[config.mk]
export PLATFORM = sky130hd
export DESIGN_NAME = keyboard_report_key_event_tracker_core
export DESIGN_NICKNAME = d
export VERILOG_FILES = /design/src/design/kbrt_pkg.sv /design/src/design/kbrt_eval.sv /design/src/design/keyboard_report_key_event_tracker_core.sv
export SDC_FILE = /design/constraint.sdc
export NUM_CORES = 1
export LEC_CHECK = 0
export BUFFER_PORTS_ARGS = -buffer_cell sky130_fd_sc_hd__buf_4
export CORE_MARGIN = 4
export CORE_UTILIZATION = 40
export DETAILED_ROUTE_END_ITERATION = 6
export GPL_ROUTABILITY_DRIVEN = 0
export PLACE_DENSITY_LB_ADDON = 0.15
export SETUP_SLACK_MARGIN = 0.4
export SLEW_MARGIN = 20
export SYNTH_ARGS = -nofsm -noshare
export SYNTH_HDL_FRONTEND = slang
export SYNTH_SLANG_ARGS = --single-unit
export TNS_END_PERCENT = 30
[constraint.sdc]
create_clock -name clk -period 2.2 [get_ports clk]
set_input_delay 0.11 -clock clk [delete_from_list [all_inputs] [get_ports clk]]
set_output_delay 0.11 -clock clk [all_outputs]
set_load 0.02 [all_outputs]
[src/design/kbrt_pkg.sv]
// Shared types and constants for the keyboard report key event tracker.
// No dependencies; imported by every module of the block.
`timescale 1ns / 1ps

package kbrt_pkg;

	localparam int unsigned KeyW   = 8;
	localparam int unsigned NSlots = 3;
	localparam int unsigned CfgIdxW = 2;

	typedef logic [KeyW-1:0] key_t;
	typedef key_t [NSlots-1:0] slots_t;

	localparam key_t KEY_NONE      = 8'h00;
	localparam key_t KEY_BACKSPACE = 8'h50;
	localparam key_t KEY_CAPS      = 8'h53;
	localparam key_t KEY_SHIFT_L   = 8'h54;
	localparam key_t KEY_SHIFT_R   = 8'h55;
	localparam key_t KEY_ALT       = 8'h57;

	localparam key_t OVF_ONE_RST = 8'h01;
	localparam key_t OVF_TWO_RST = 8'h02;

	typedef enum logic [CfgIdxW-1:0] {
		CFG_OVF_ONE = 2'd0,
		CFG_OVF_TWO = 2'd1
	} cfg_idx_t;

	// Per-report decode handed from the evaluator to the top level.
	typedef struct packed {
		logic [NSlots-1:0] mask;
		logic              shift;
		logic              alt;
		logic              bksp;
		logic              caps_hit;
		logic              overflow;
	} eval_t;

endpackage

[src/design/kbrt_eval.sv]
// Combinational decode of one keyboard report against the previous report.
// Depends on kbrt_pkg.
`timescale 1ns / 1ps

module kbrt_eval
	import kbrt_pkg::*;
(
	input  slots_t keys,
	input  slots_t tracked,
	input  logic   suppress,
	input  key_t   ovf_one,
	input  key_t   ovf_two,
	output eval_t  res
);

	logic [NSlots-1:0] is_ovf;
	logic [NSlots-1:0] is_mod;
	logic [NSlots-1:0] fresh;
	logic [NSlots-1:0] hit_shift;
	logic [NSlots-1:0] hit_alt;
	logic [NSlots-1:0] hit_bksp;
	logic [NSlots-1:0] hit_caps;

	always_comb begin
		for (int i = 0; i < NSlots; i++) begin
			hit_shift[i] = (keys[i] == KEY_SHIFT_L) || (keys[i] == KEY_SHIFT_R);
			hit_alt[i]   = (keys[i] == KEY_ALT);
			hit_bksp[i]  = (keys[i] == KEY_BACKSPACE);
			hit_caps[i]  = (keys[i] == KEY_CAPS);
			is_ovf[i]    = (keys[i] == ovf_one) || (keys[i] == ovf_two);
			is_mod[i]    = (keys[i] == KEY_NONE) || hit_shift[i] || hit_alt[i];
			fresh[i]     = (keys[i] != KEY_NONE) && !hit_bksp[i];
			for (int t = 0; t < NSlots; t++) begin
				if (tracked[t] == keys[i]) begin
					fresh[i] = 1'b0;
				end
			end
			// drop a repeat of a key already seen in an earlier slot
			for (int j = 0; j < i; j++) begin
				if (keys[j] == keys[i]) begin
					fresh[i] = 1'b0;
				end
			end
		end
		res.mask     = suppress ? '0 : fresh;
		res.shift    = |hit_shift;
		res.alt      = |hit_alt;
		res.bksp     = |hit_bksp;
		res.caps_hit = |hit_caps;
		res.overflow = (&is_ovf) && !(&is_mod);
	end

endmodule

[src/design/keyboard_report_key_event_tracker_core.sv]
// Top level of the keyboard report key event tracker.
// Depends on kbrt_pkg and kbrt_eval.
`timescale 1ns / 1ps
//
//  channel   direction  handshake               payload
//  in        sink       in_valid / in_stall     key_first..key_third, text_suppressed
//  out       source     out_valid / out_stall   new_key_mask, pressed_*, flags
//  cfg       sink       cfg_we                  cfg_index, cfg_data
//
// One report per cycle while in_stall is low; its result is loaded into the result register
// at the accept edge. Tracked keys and caps state update at the accept edge.
// in_stall is high only while a result is held and out_stall is high.
// Reset clears tracked keys, caps state and restores the overflow codes to 1 and 2.

module keyboard_report_key_event_tracker_core
	import kbrt_pkg::*;
(
	input  logic               clk,
	input  logic               arst_n,
	input  logic               in_valid,
	output logic               in_stall,
	input  key_t               key_first,
	input  key_t               key_second,
	input  key_t               key_third,
	input  logic               text_suppressed,
	output logic               out_valid,
	input  logic               out_stall,
	output logic [NSlots-1:0]  new_key_mask,
	output key_t               pressed_first,
	output key_t               pressed_second,
	output key_t               pressed_third,
	output logic               shift_held,
	output logic               alt_held,
	output logic               caps_lock_on,
	output logic               bksp_held,
	output logic               rollover_overflow,
	input  logic               cfg_we,
	input  logic [CfgIdxW-1:0] cfg_index,
	input  key_t               cfg_data
);

	key_t   ovf_one_q;
	key_t   ovf_two_q;
	slots_t tracked_q;
	logic   caps_held_q;
	logic   caps_state_q;
	logic   valid_s1;
	slots_t keys;
	eval_t  ev;
	logic   accept;
	logic   caps_next;

	assign keys = {key_third, key_second, key_first};
	assign in_stall = valid_s1 && out_stall;
	assign accept = in_valid && !in_stall;
	assign caps_next = caps_state_q ^ (ev.caps_hit && !caps_held_q);

	kbrt_eval u_eval (
		.keys     (keys),
		.tracked  (tracked_q),
		.suppress (text_suppressed),
		.ovf_one  (ovf_one_q),
		.ovf_two  (ovf_two_q),
		.res      (ev)
	);

	always_ff @(posedge clk or negedge arst_n) begin
		if (!arst_n) begin
			ovf_one_q <= OVF_ONE_RST;
			ovf_two_q <= OVF_TWO_RST;
		end else if (cfg_we) begin
			unique case (cfg_idx_t'(cfg_index))
				CFG_OVF_ONE: ovf_one_q <= cfg_data;
				CFG_OVF_TWO: ovf_two_q <= cfg_data;
				default: ;
			endcase
		end
	end

	always_ff @(posedge clk or negedge arst_n) begin
		if (!arst_n) begin
			tracked_q    <= '0;
			caps_held_q  <= 1'b0;
			caps_state_q <= 1'b0;
			valid_s1     <= 1'b0;
		end else begin
			if (accept) begin
				// backspace is never tracked
				for (int i = 0; i < NSlots; i++) begin
					tracked_q[i] <= (keys[i] == KEY_BACKSPACE) ? KEY_NONE : keys[i];
				end
				caps_held_q  <= ev.caps_hit;
				caps_state_q <= caps_next;
				valid_s1     <= 1'b1;
			end else if (!out_stall) begin
				valid_s1 <= 1'b0;
			end
		end
	end

	// result word: load on accept, hold otherwise
	always_ff @(posedge clk) begin
		if (accept) begin
			new_key_mask      <= ev.mask;
			pressed_first     <= key_first;
			pressed_second    <= key_second;
			pressed_third     <= key_third;
			shift_held        <= ev.shift;
			alt_held          <= ev.alt;
			caps_lock_on      <= caps_next;
			bksp_held         <= ev.bksp;
			rollover_overflow <= ev.overflow;
		end
	end

	assign out_valid = valid_s1;

endmodule

==> metrics.md, run 1 <==
| Metric | Value |
|---|---|
| Final core utilization | about half |
| Global-route wire length before repair | around 21,000 um |
| Insertion delay of the later-clocked pin in the worst-skew pair | 0.34 ns |
| Worst Clk Skew | 0.00751 ns |
| Die area | 13,400 sq um |
| RSZ-0062 raised after global routing | no |
| Cells after Synth | 451 |
| Synth top area cells | sky130_fd_sc_hd__dfrtp_1, sky130_fd_sc_hd__edfxtp_1, sky130_fd_sc_hd__xnor2_1, sky130_fd_sc_hd__xor2_1, sky130_fd_sc_hd__nand2_1 |
| Maximum buffer depth of the clock tree | 2 |
| CP arrival | 1.69 ns |
| Share of the synthesized area in compound gates (AO/OA/AOI/OAI) | 3.29% |
| Aggregate global routing overflow | 0 |
| Die height | 116 um |
| Post-synthesis cell type with the largest combined area | sky130_fd_sc_hd__dfrtp_1 |
| Tightest slew margin relative to the limit | 58.5% |
| Critical path endpoint category | register |
| Worst setup path start | tracked_q[17] |
| Number of CTS-inserted buffers | 9 |
| Drc violations | 0 |
| Run status | finished, final reports clean |
| Share of synthesized area occupied by flip-flops and latches | 44.0% |
| Placeable core region | between 10,000 and 15,000 sq um |
| Share of the synthesized area in the top cell type | between 20 and 25% |
| CTS H-tree depth | 3 |
| I/O pin cnt | 74 |
| Count of cells along the worst hold path | 2 |
| Crit path max fanout | 4 |
| R2r endpoint | new_key_mask[2] |
| DIE WIDTH | around 120 um |
| Final worst path period need | 1.61 ns |
| Number of cell rows | 39 |
| Number of gates given a new drive strength after cts | 0 |
| Ratio of cells with drive above 1 in the final layout | 22.6% |
| FF+latch count, synth | 75 |
| Type of origin of the critical path | register |
| R2r worst-path depth | 5 |
| Average footprint of a synthesized cell | 10.3 sq um |
| Multiplexer area fraction after synthesis | 3.88% |
| DP HPWL | 9100 um |
| Effective utilization at floorplan | between 40% and 50% |
| Number of max-capacitance violations reported | 0 |
| Cell area power density | 749 nW/um^2 |
| Synth Area in XOR/XNOR | 27.9% |
| Leading cell type by number of instances after synthesis | sky130_fd_sc_hd__xnor2_1 |
| Number of hold violations in the final report | 0 |
| Fin Setup TNS | 0 ns |
| Slew of the pin with the lowest slew margin | between 0.6 and 0.7 ns |
| Class of the worst hold path | input port to register |
| Basic-gate share of the synthesized area counting and, or, nand and nor cells | 16.9% |
| Most instantiated cells after synthesis | sky130_fd_sc_hd__xnor2_1, sky130_fd_sc_hd__nand2_1, sky130_fd_sc_hd__xor2_1 |
| Distinct cell type count of the synthesized netlist | 40 |
| Destination of the critical timing path | new_key_mask[2] |
| Total routed wirelength | 13,300 um |
| CP Data Required Time | 2.28 ns |
| Achievable clock frequency | 0.622 GHz |
| Clock sink count | 75 |
| Synthesis-to-finish area growth | 19.6% |
| Vias after detailed routing | 3,557 |
| Setup Crit Path Kind | register to register |
| Most frequently used flop master after synthesis | sky130_fd_sc_hd__dfrtp_1 |
| Root Driver | sky130_fd_sc_hd__clkbuf_16 |
| Number of pins exceeding their max-slew limit in the final report | 0 |
| DR vias/cell | 5.38 |
| Endpoints failing setup | 0 |
| Overall fraction of global-route tracks in use | around a fifth |
| Number of global-route vias before repair | 3,689 |
| Number of search-and-repair iterations in the first detailed-routing pass | 4 |
| Total number of yosys warnings | 0 |
| Antenna fix cells | 0 |
| Antenna violations before repair | 0 |
| Post-synthesis adder-cell area fraction | 0% |
| LEAKAGE | 2.15 nW |
| Final Net Count | 553 |
| Worst Hold Slack | 0.00898 ns |
| Syn_nets | 491 |
| Startpoint of the lowest-slack register-to-register path | tracked_q[17] |
| CTS tree | yes |
| Clock slew at reported path FFs | 0.06 ns |
| Number of enable-type register cells in the synthesized netlist | 32 |
| Number of port buffers | 73 |
| Count of routing violations after the opening detailed-route iteration | 237 |
| Total setup buffers inserted after CTS | 0 |
| Maximum vdd drop | ~0.0005 V |
| Flop2flop setup slack | 0.59 ns |
| Netlist area before placement | 4640 sq um |
| Remaining antenna violation count | 0 |
| Maximum number of pins on one net before global-route repair | 44 |
| Final worst-path cycle share | 73.0% |
| Post-synthesis async set-or-reset flop share | 57.3% |
| WL per Instance | 20.2 um |
| Main combinational cell family by area after synthesis | XOR/XNOR gates |
-- cell families (layout without fill, tap and decap cells) --
logic type / after synthesis / count (layout)
muxes: 16 / 16
DFF: 75 / 75
buffers and inverters: 35 / 102
and+or+nand+nor: 152 / 152
xor gates and xnor gates: 148 / 148
AOI/OAI and AO/OA: 25 / 25
-- power breakdown --
| group | switching [W] | internal, W |
|---|---|---|
| registers | 0.000210 | 0.00163 |
| logic | 0.000486 | 0.000477 |
| clock network | 0.000600 | 0.000757 |
| total | 0.00130 | 0.00286 |
-- critical path, cell delays in order, from the launching register on --
cell and delay, ns:
sky130_fd_sc_hd__dfrtp_1 0.44, sky130_fd_sc_hd__xor2_1 0.16, sky130_fd_sc_hd__nor4_1 0.36, sky130_fd_sc_hd__nand2_1 0.12, sky130_fd_sc_hd__o21ai_0 0.15, sky130_fd_sc_hd__nor4_1 0.12
-- registers in the layout (all words and copies together) (netlist names) --
signal / flops
rollover_overflow: 1
caps_state_q: 1
caps_lock_on: 1
new_key_mask: 3
out_valid: 1
ovf_one_q: 8
pressed_third: 8
pressed_first: 8
alt_held: 1
caps_held_q: 1
shift_held: 1
pressed_second: 8
tracked_q: 24
ovf_two_q: 8
bksp_held: 1
-- repair_timing --
| action | in CTS | in global routing |
|---|---|---|
| endpoints found under the setup margin | 0 | 0 |
| endpoints found under the hold margin | 44 | 0 |
| hold buffers | 4 | 0 |
-- how the worst min path moves through the flow --
stage	slack [ns]	endpoint	from
floorplan	-0.19	caps_held_q	arst_n
global placement	0.15	tracked_q[16]	arst_n
detailed placement	0.15	tracked_q[16]	arst_n
CTS	0.00005	ovf_two_q[7]	cfg_data[7]
global route	0.007	ovf_one_q[3]	cfg_data[3]
finish	0.009	ovf_two_q[7]	cfg_data[7]
-- cells in the final DEF, fill, tap and decap left out, types with 2 or more instances in the layout --
master / count
sky130_fd_sc_hd__xnor2_1: 106
sky130_fd_sc_hd__nand2_1: 76
sky130_fd_sc_hd__buf_4: 75
sky130_fd_sc_hd__xor2_1: 42
sky130_fd_sc_hd__dfrtp_1: 41
sky130_fd_sc_hd__edfxtp_1: 32
sky130_fd_sc_hd__nand4_1: 27
sky130_fd_sc_hd__mux2_2: 16
sky130_fd_sc_hd__nor4_1: 13
sky130_fd_sc_hd__o21ai_0: 12
sky130_fd_sc_hd__clkbuf_16: 9
sky130_fd_sc_hd__nor2_1: 6
sky130_fd_sc_hd__inv_1: 5
sky130_fd_sc_hd__or3_1: 5
sky130_fd_sc_hd__nand3_1: 5
sky130_fd_sc_hd__nor3_1: 4
sky130_fd_sc_hd__o22ai_1: 4
sky130_fd_sc_hd__dlygate4sd3_1: 4
sky130_fd_sc_hd__nand2b_1: 3
sky130_fd_sc_hd__clkinvlp_4: 3
sky130_fd_sc_hd__nor4_2: 2
sky130_fd_sc_hd__nor3_2: 2
sky130_fd_sc_hd__or4_1: 2
sky130_fd_sc_hd__nand3b_1: 2
sky130_fd_sc_hd__clkinv_2: 2
sky130_fd_sc_hd__dfstp_2: 2
-- stage by stage --
step | setup WS (ns) | std cells | power, W | cell area (sq um)
after global routing | 0.451 | 661 | 0.00436 | 5550
after global placement | 0.445 | 641 | 0.00281 | 5240
after floorplan | 0.505 | 451 | 0.00251 | 4640
after CTS | 0.574 | 661 | 0.00420 | 5550
final | 0.593 | 661 | 0.00416 | 5550
after detailed placement | 0.451 | 641 | 0.00283 | 5240
-- final cells by class --
cell class	instances	area, sq um
Clock buffer	9	225
Clock inverter	7	45.0
Fill cell	1064	5820
Inverter	6	22.5
Multi-Input combinational cell	341	2410
Sequential cell	75	2040
Tap cell	143	179
Timing Repair Buffer	80	623
-- routing by layer --
layer / vias to the layer above / track usage (%) / share of wire [%]
li1: 1658 / - / -
met1: 1732 / 27.7 / 41
met2: 141 / 33.8 / 49
met3: 26 / 4.60 / 7.8
met4: 0 / 8.97 / 2.6
met5: - / 0 / 0
Power figures use the tool's default switching activity.
==> run 2: changes to the inputs <==
clock period = 1.6 ns   (was 2.2 ns; I/O delays follow)
==> run 2 against run 1 <==
Effect of this change: the run now ends with negative hold slack left; utilization up 3.5 points; critical path depth down 1; non-clock buffer count up 32; final area up 7.2%; sequential power up 38%; routed wire length up 3.5%; highest routed layer unchanged.
==> metrics.md, run 2 (synthesis results as in run 1) <==
| Metric | Value |
|---|---|
| Run status | finished with violations |
| Violations in the final reports | negative hold slack |
| Number of global-route vias before repair | 3,701 |
| Most common library cell in the layout ignoring fill and taps | sky130_fd_sc_hd__xnor2_1 |
| DIE WIDTH | about 120 um |
| Leading cell types in the layout, fill and taps excluded | sky130_fd_sc_hd__xnor2_1, sky130_fd_sc_hd__buf_4, sky130_fd_sc_hd__nand2_1 |
| Flop2flop setup slack | 0.1 ns |
| Overall fraction of global-route tracks in use | 21.6% |
| Placeable core region | 11,400 sq um |
| Root Driver | sky130_fd_sc_hd__clkbuf_16 |
| Final worst path period need | 1.50 ns |
| RSZ-0062 raised after global routing | yes |
| Drc violations | 0 |
| CTS H-tree depth | 3 |
| Final Net Count | 585 |
| Startpoint of the lowest-slack register-to-register path | ovf_two_q[7] |
| R2r endpoint | rollover_overflow |
| Ratio of cells with drive above 1 in the final layout | between 20% and 30% |
| Total routed wirelength | 13,800 um |
| Hold-fix buffers at CTS | 13 |
| Cell area power density | approximately 1000 nW/um^2 |
| Remaining antenna violation count | 0 |
| Number of pins exceeding their max-slew limit in the final report | 0 |
| DR vias/cell | ~5.2 |
| Ordered list of cells on the worst path | xor2_1, nor4_1, a22oi_1, a311oi_2 |
| Cell at the slowest stage of the critical path | sky130_fd_sc_hd__dfrtp_1 |
| Design Power | just over 0.006 W |
| Crit path max fanout | 4 |
| Number of max-capacitance violations reported | 0 |
| Number of flip-flops in the largest register | 24 |
| Die area | 13,400 sq um |
| Insertion delay of the later-clocked pin in the worst-skew pair | 0.35 ns |
| DP HPWL | 9240 um |
| Antenna fix cells | 0 |
| Achievable clock frequency | 0.665 GHz |
| Global-route wire length before repair | around 21,000 um |
| Clock slew at reported path FFs | 0.06 ns |
| LEAKAGE | around 2.3 nW |
| Die height | 116 um |
| Count of cells along the worst hold path | 3 |
| Count of routing violations after the opening detailed-route iteration | 226 |
| Number of search-and-repair iterations in the first detailed-routing pass | 4 |
| Worst setup path start | ovf_two_q[7] |
| Vias after detailed routing | 3,637 |
| Tightest slew margin relative to the limit | roughly three fifths |
| I/O pin cnt | 74 |
| WL per Instance | 19.9 um |
| Maximum number of pins on one net before global-route repair | 44 |
| Stage delay of the slowest cell on the critical path | 0.43 ns |
| Slew of the pin with the lowest slew margin | about 0.6 ns |
| Largest delay contributor family on the critical path | compound AO/OA/AOI/OAI gates |
| Largest register by flop count | tracked_q |
| Number of port buffers | 73 |
| Type of origin of the critical path | register |
| CP arrival | 1.68 ns |
| Sum of buffers and inverters on the critical path | 0 |
| Clock sink count | 75 |
| Destination of the critical timing path | rollover_overflow |
| Setup Crit Path Kind | register to register |
| Final worst-path cycle share | 94.0% |
| Worst Clk Skew | around 0.0088 ns |
| Maximum vdd drop | ~0.0008 V |
| Endpoints failing setup | 0 |
| Number of cell rows | 39 |
| Number of CTS-inserted buffers | 9 |
| Maximum buffer depth of the clock tree | 2 |
| Number of hold violations in the final report | 1 |
| Antenna violations before repair | 0 |
| Design Area, Final | 5950 sq um |
| CTS tree | yes |
| Critical path endpoint category | register |
| Aggregate global routing overflow | 0 |
| Worst Hold Slack | -0.0251 ns |
| CP Data Required Time | between 1.5 and 2 ns |
| Instance count on the critical path | 4 |
| Class of the worst hold path | input port to register |
| R2r worst-path depth | 4 |
| Effective utilization at floorplan | around two fifths |
| Area after detailed placement | 5390 sq um |
| Synthesis-to-finish area growth | 28.3% |
| Fin Setup TNS | 0 ns |
run 2: cell types whose count changed in the layout (fill, tap and decap cells not counted), sizes merged:
| cell | previous run | this run |
|---|---|---|
| buf | 76 | 98 |
| clkinvlp | 3 | 1 |
| bufinv | 0 | 2 |
| dlygate4sd3 | 4 | 13 |
| clkinv | 4 | 2 |
| clkbuf | 9 | 12 |
run 2: worst reg2reg max path, stage by stage, from the launching register on:
cell and delay [ns]:
sky130_fd_sc_hd__dfrtp_1 0.43, sky130_fd_sc_hd__xor2_1 0.17, sky130_fd_sc_hd__nor4_1 0.30, sky130_fd_sc_hd__a22oi_1 0.16, sky130_fd_sc_hd__a311oi_2 0.27
run 2: how the worst min path moves through the flow:
| stage | from | end | slack (ns) |
|---|---|---|---|
| floorplan | arst_n | caps_held_q | -0.22 |
| global placement | arst_n | tracked_q[13] | 0.12 |
| detailed placement | arst_n | tracked_q[14] | 0.13 |
| CTS | out_stall | out_valid | -0.04 |
| global route | out_stall | out_valid | -0.02 |
| finish | out_stall | out_valid | -0.03 |
run 2: layout make-up:
cell class | count | area [sq um]
Timing Repair Buffer | 112 | 936
Inverter | 6 | 25.0
Tap cell | 143 | 179
Multi-Input combinational cell | 341 | 2450
Sequential cell | 75 | 2050
Fill cell | 1009 | 5420
Clock inverter | 5 | 80.1
Clock buffer | 11 | 233
run 2: where the power goes:
group          internal [W]  leakage (nW)  switching [W]  total, W
logic              0.000742          1.37       0.000706   0.00145
registers           0.00224         0.821       0.000289   0.00253
clock network       0.00136         0.147       0.000804   0.00217
total               0.00435          2.34        0.00180   0.00615
run 2: stage by stage:
step,hold slack (ns),std cells,setup WS [ns],util (%)
2_1_floorplan,-0.216,451,0.194,-
3_3_place_gp,0.123,658,0.0474,47.4
3_5_place_dp,0.131,658,0.0122,47.4
4_1_cts,-0.0372,692,0.109,52.0
5_1_grt,-0.0159,693,0.0153,52.3
6_report,-0.0251,693,0.0954,52.3
run 2: timing repair:
item | in CTS | in global routing
pin swaps | 7 | 1
hold endpoints to repair | 62 | 1
endpoints found under the setup margin | 38 | 59
gates cloned | 1 | 1
resized for setup | 8 | 5
buffers inserted | 4 | 0
run 2: per-layer routing:
layer  part of all wire, %  global-route usage (%)
met5                     0                       0
met4                   2.5                    8.74
met3                   6.6                    5.22
met2                    48                    34.1
met1                    43                    28.8
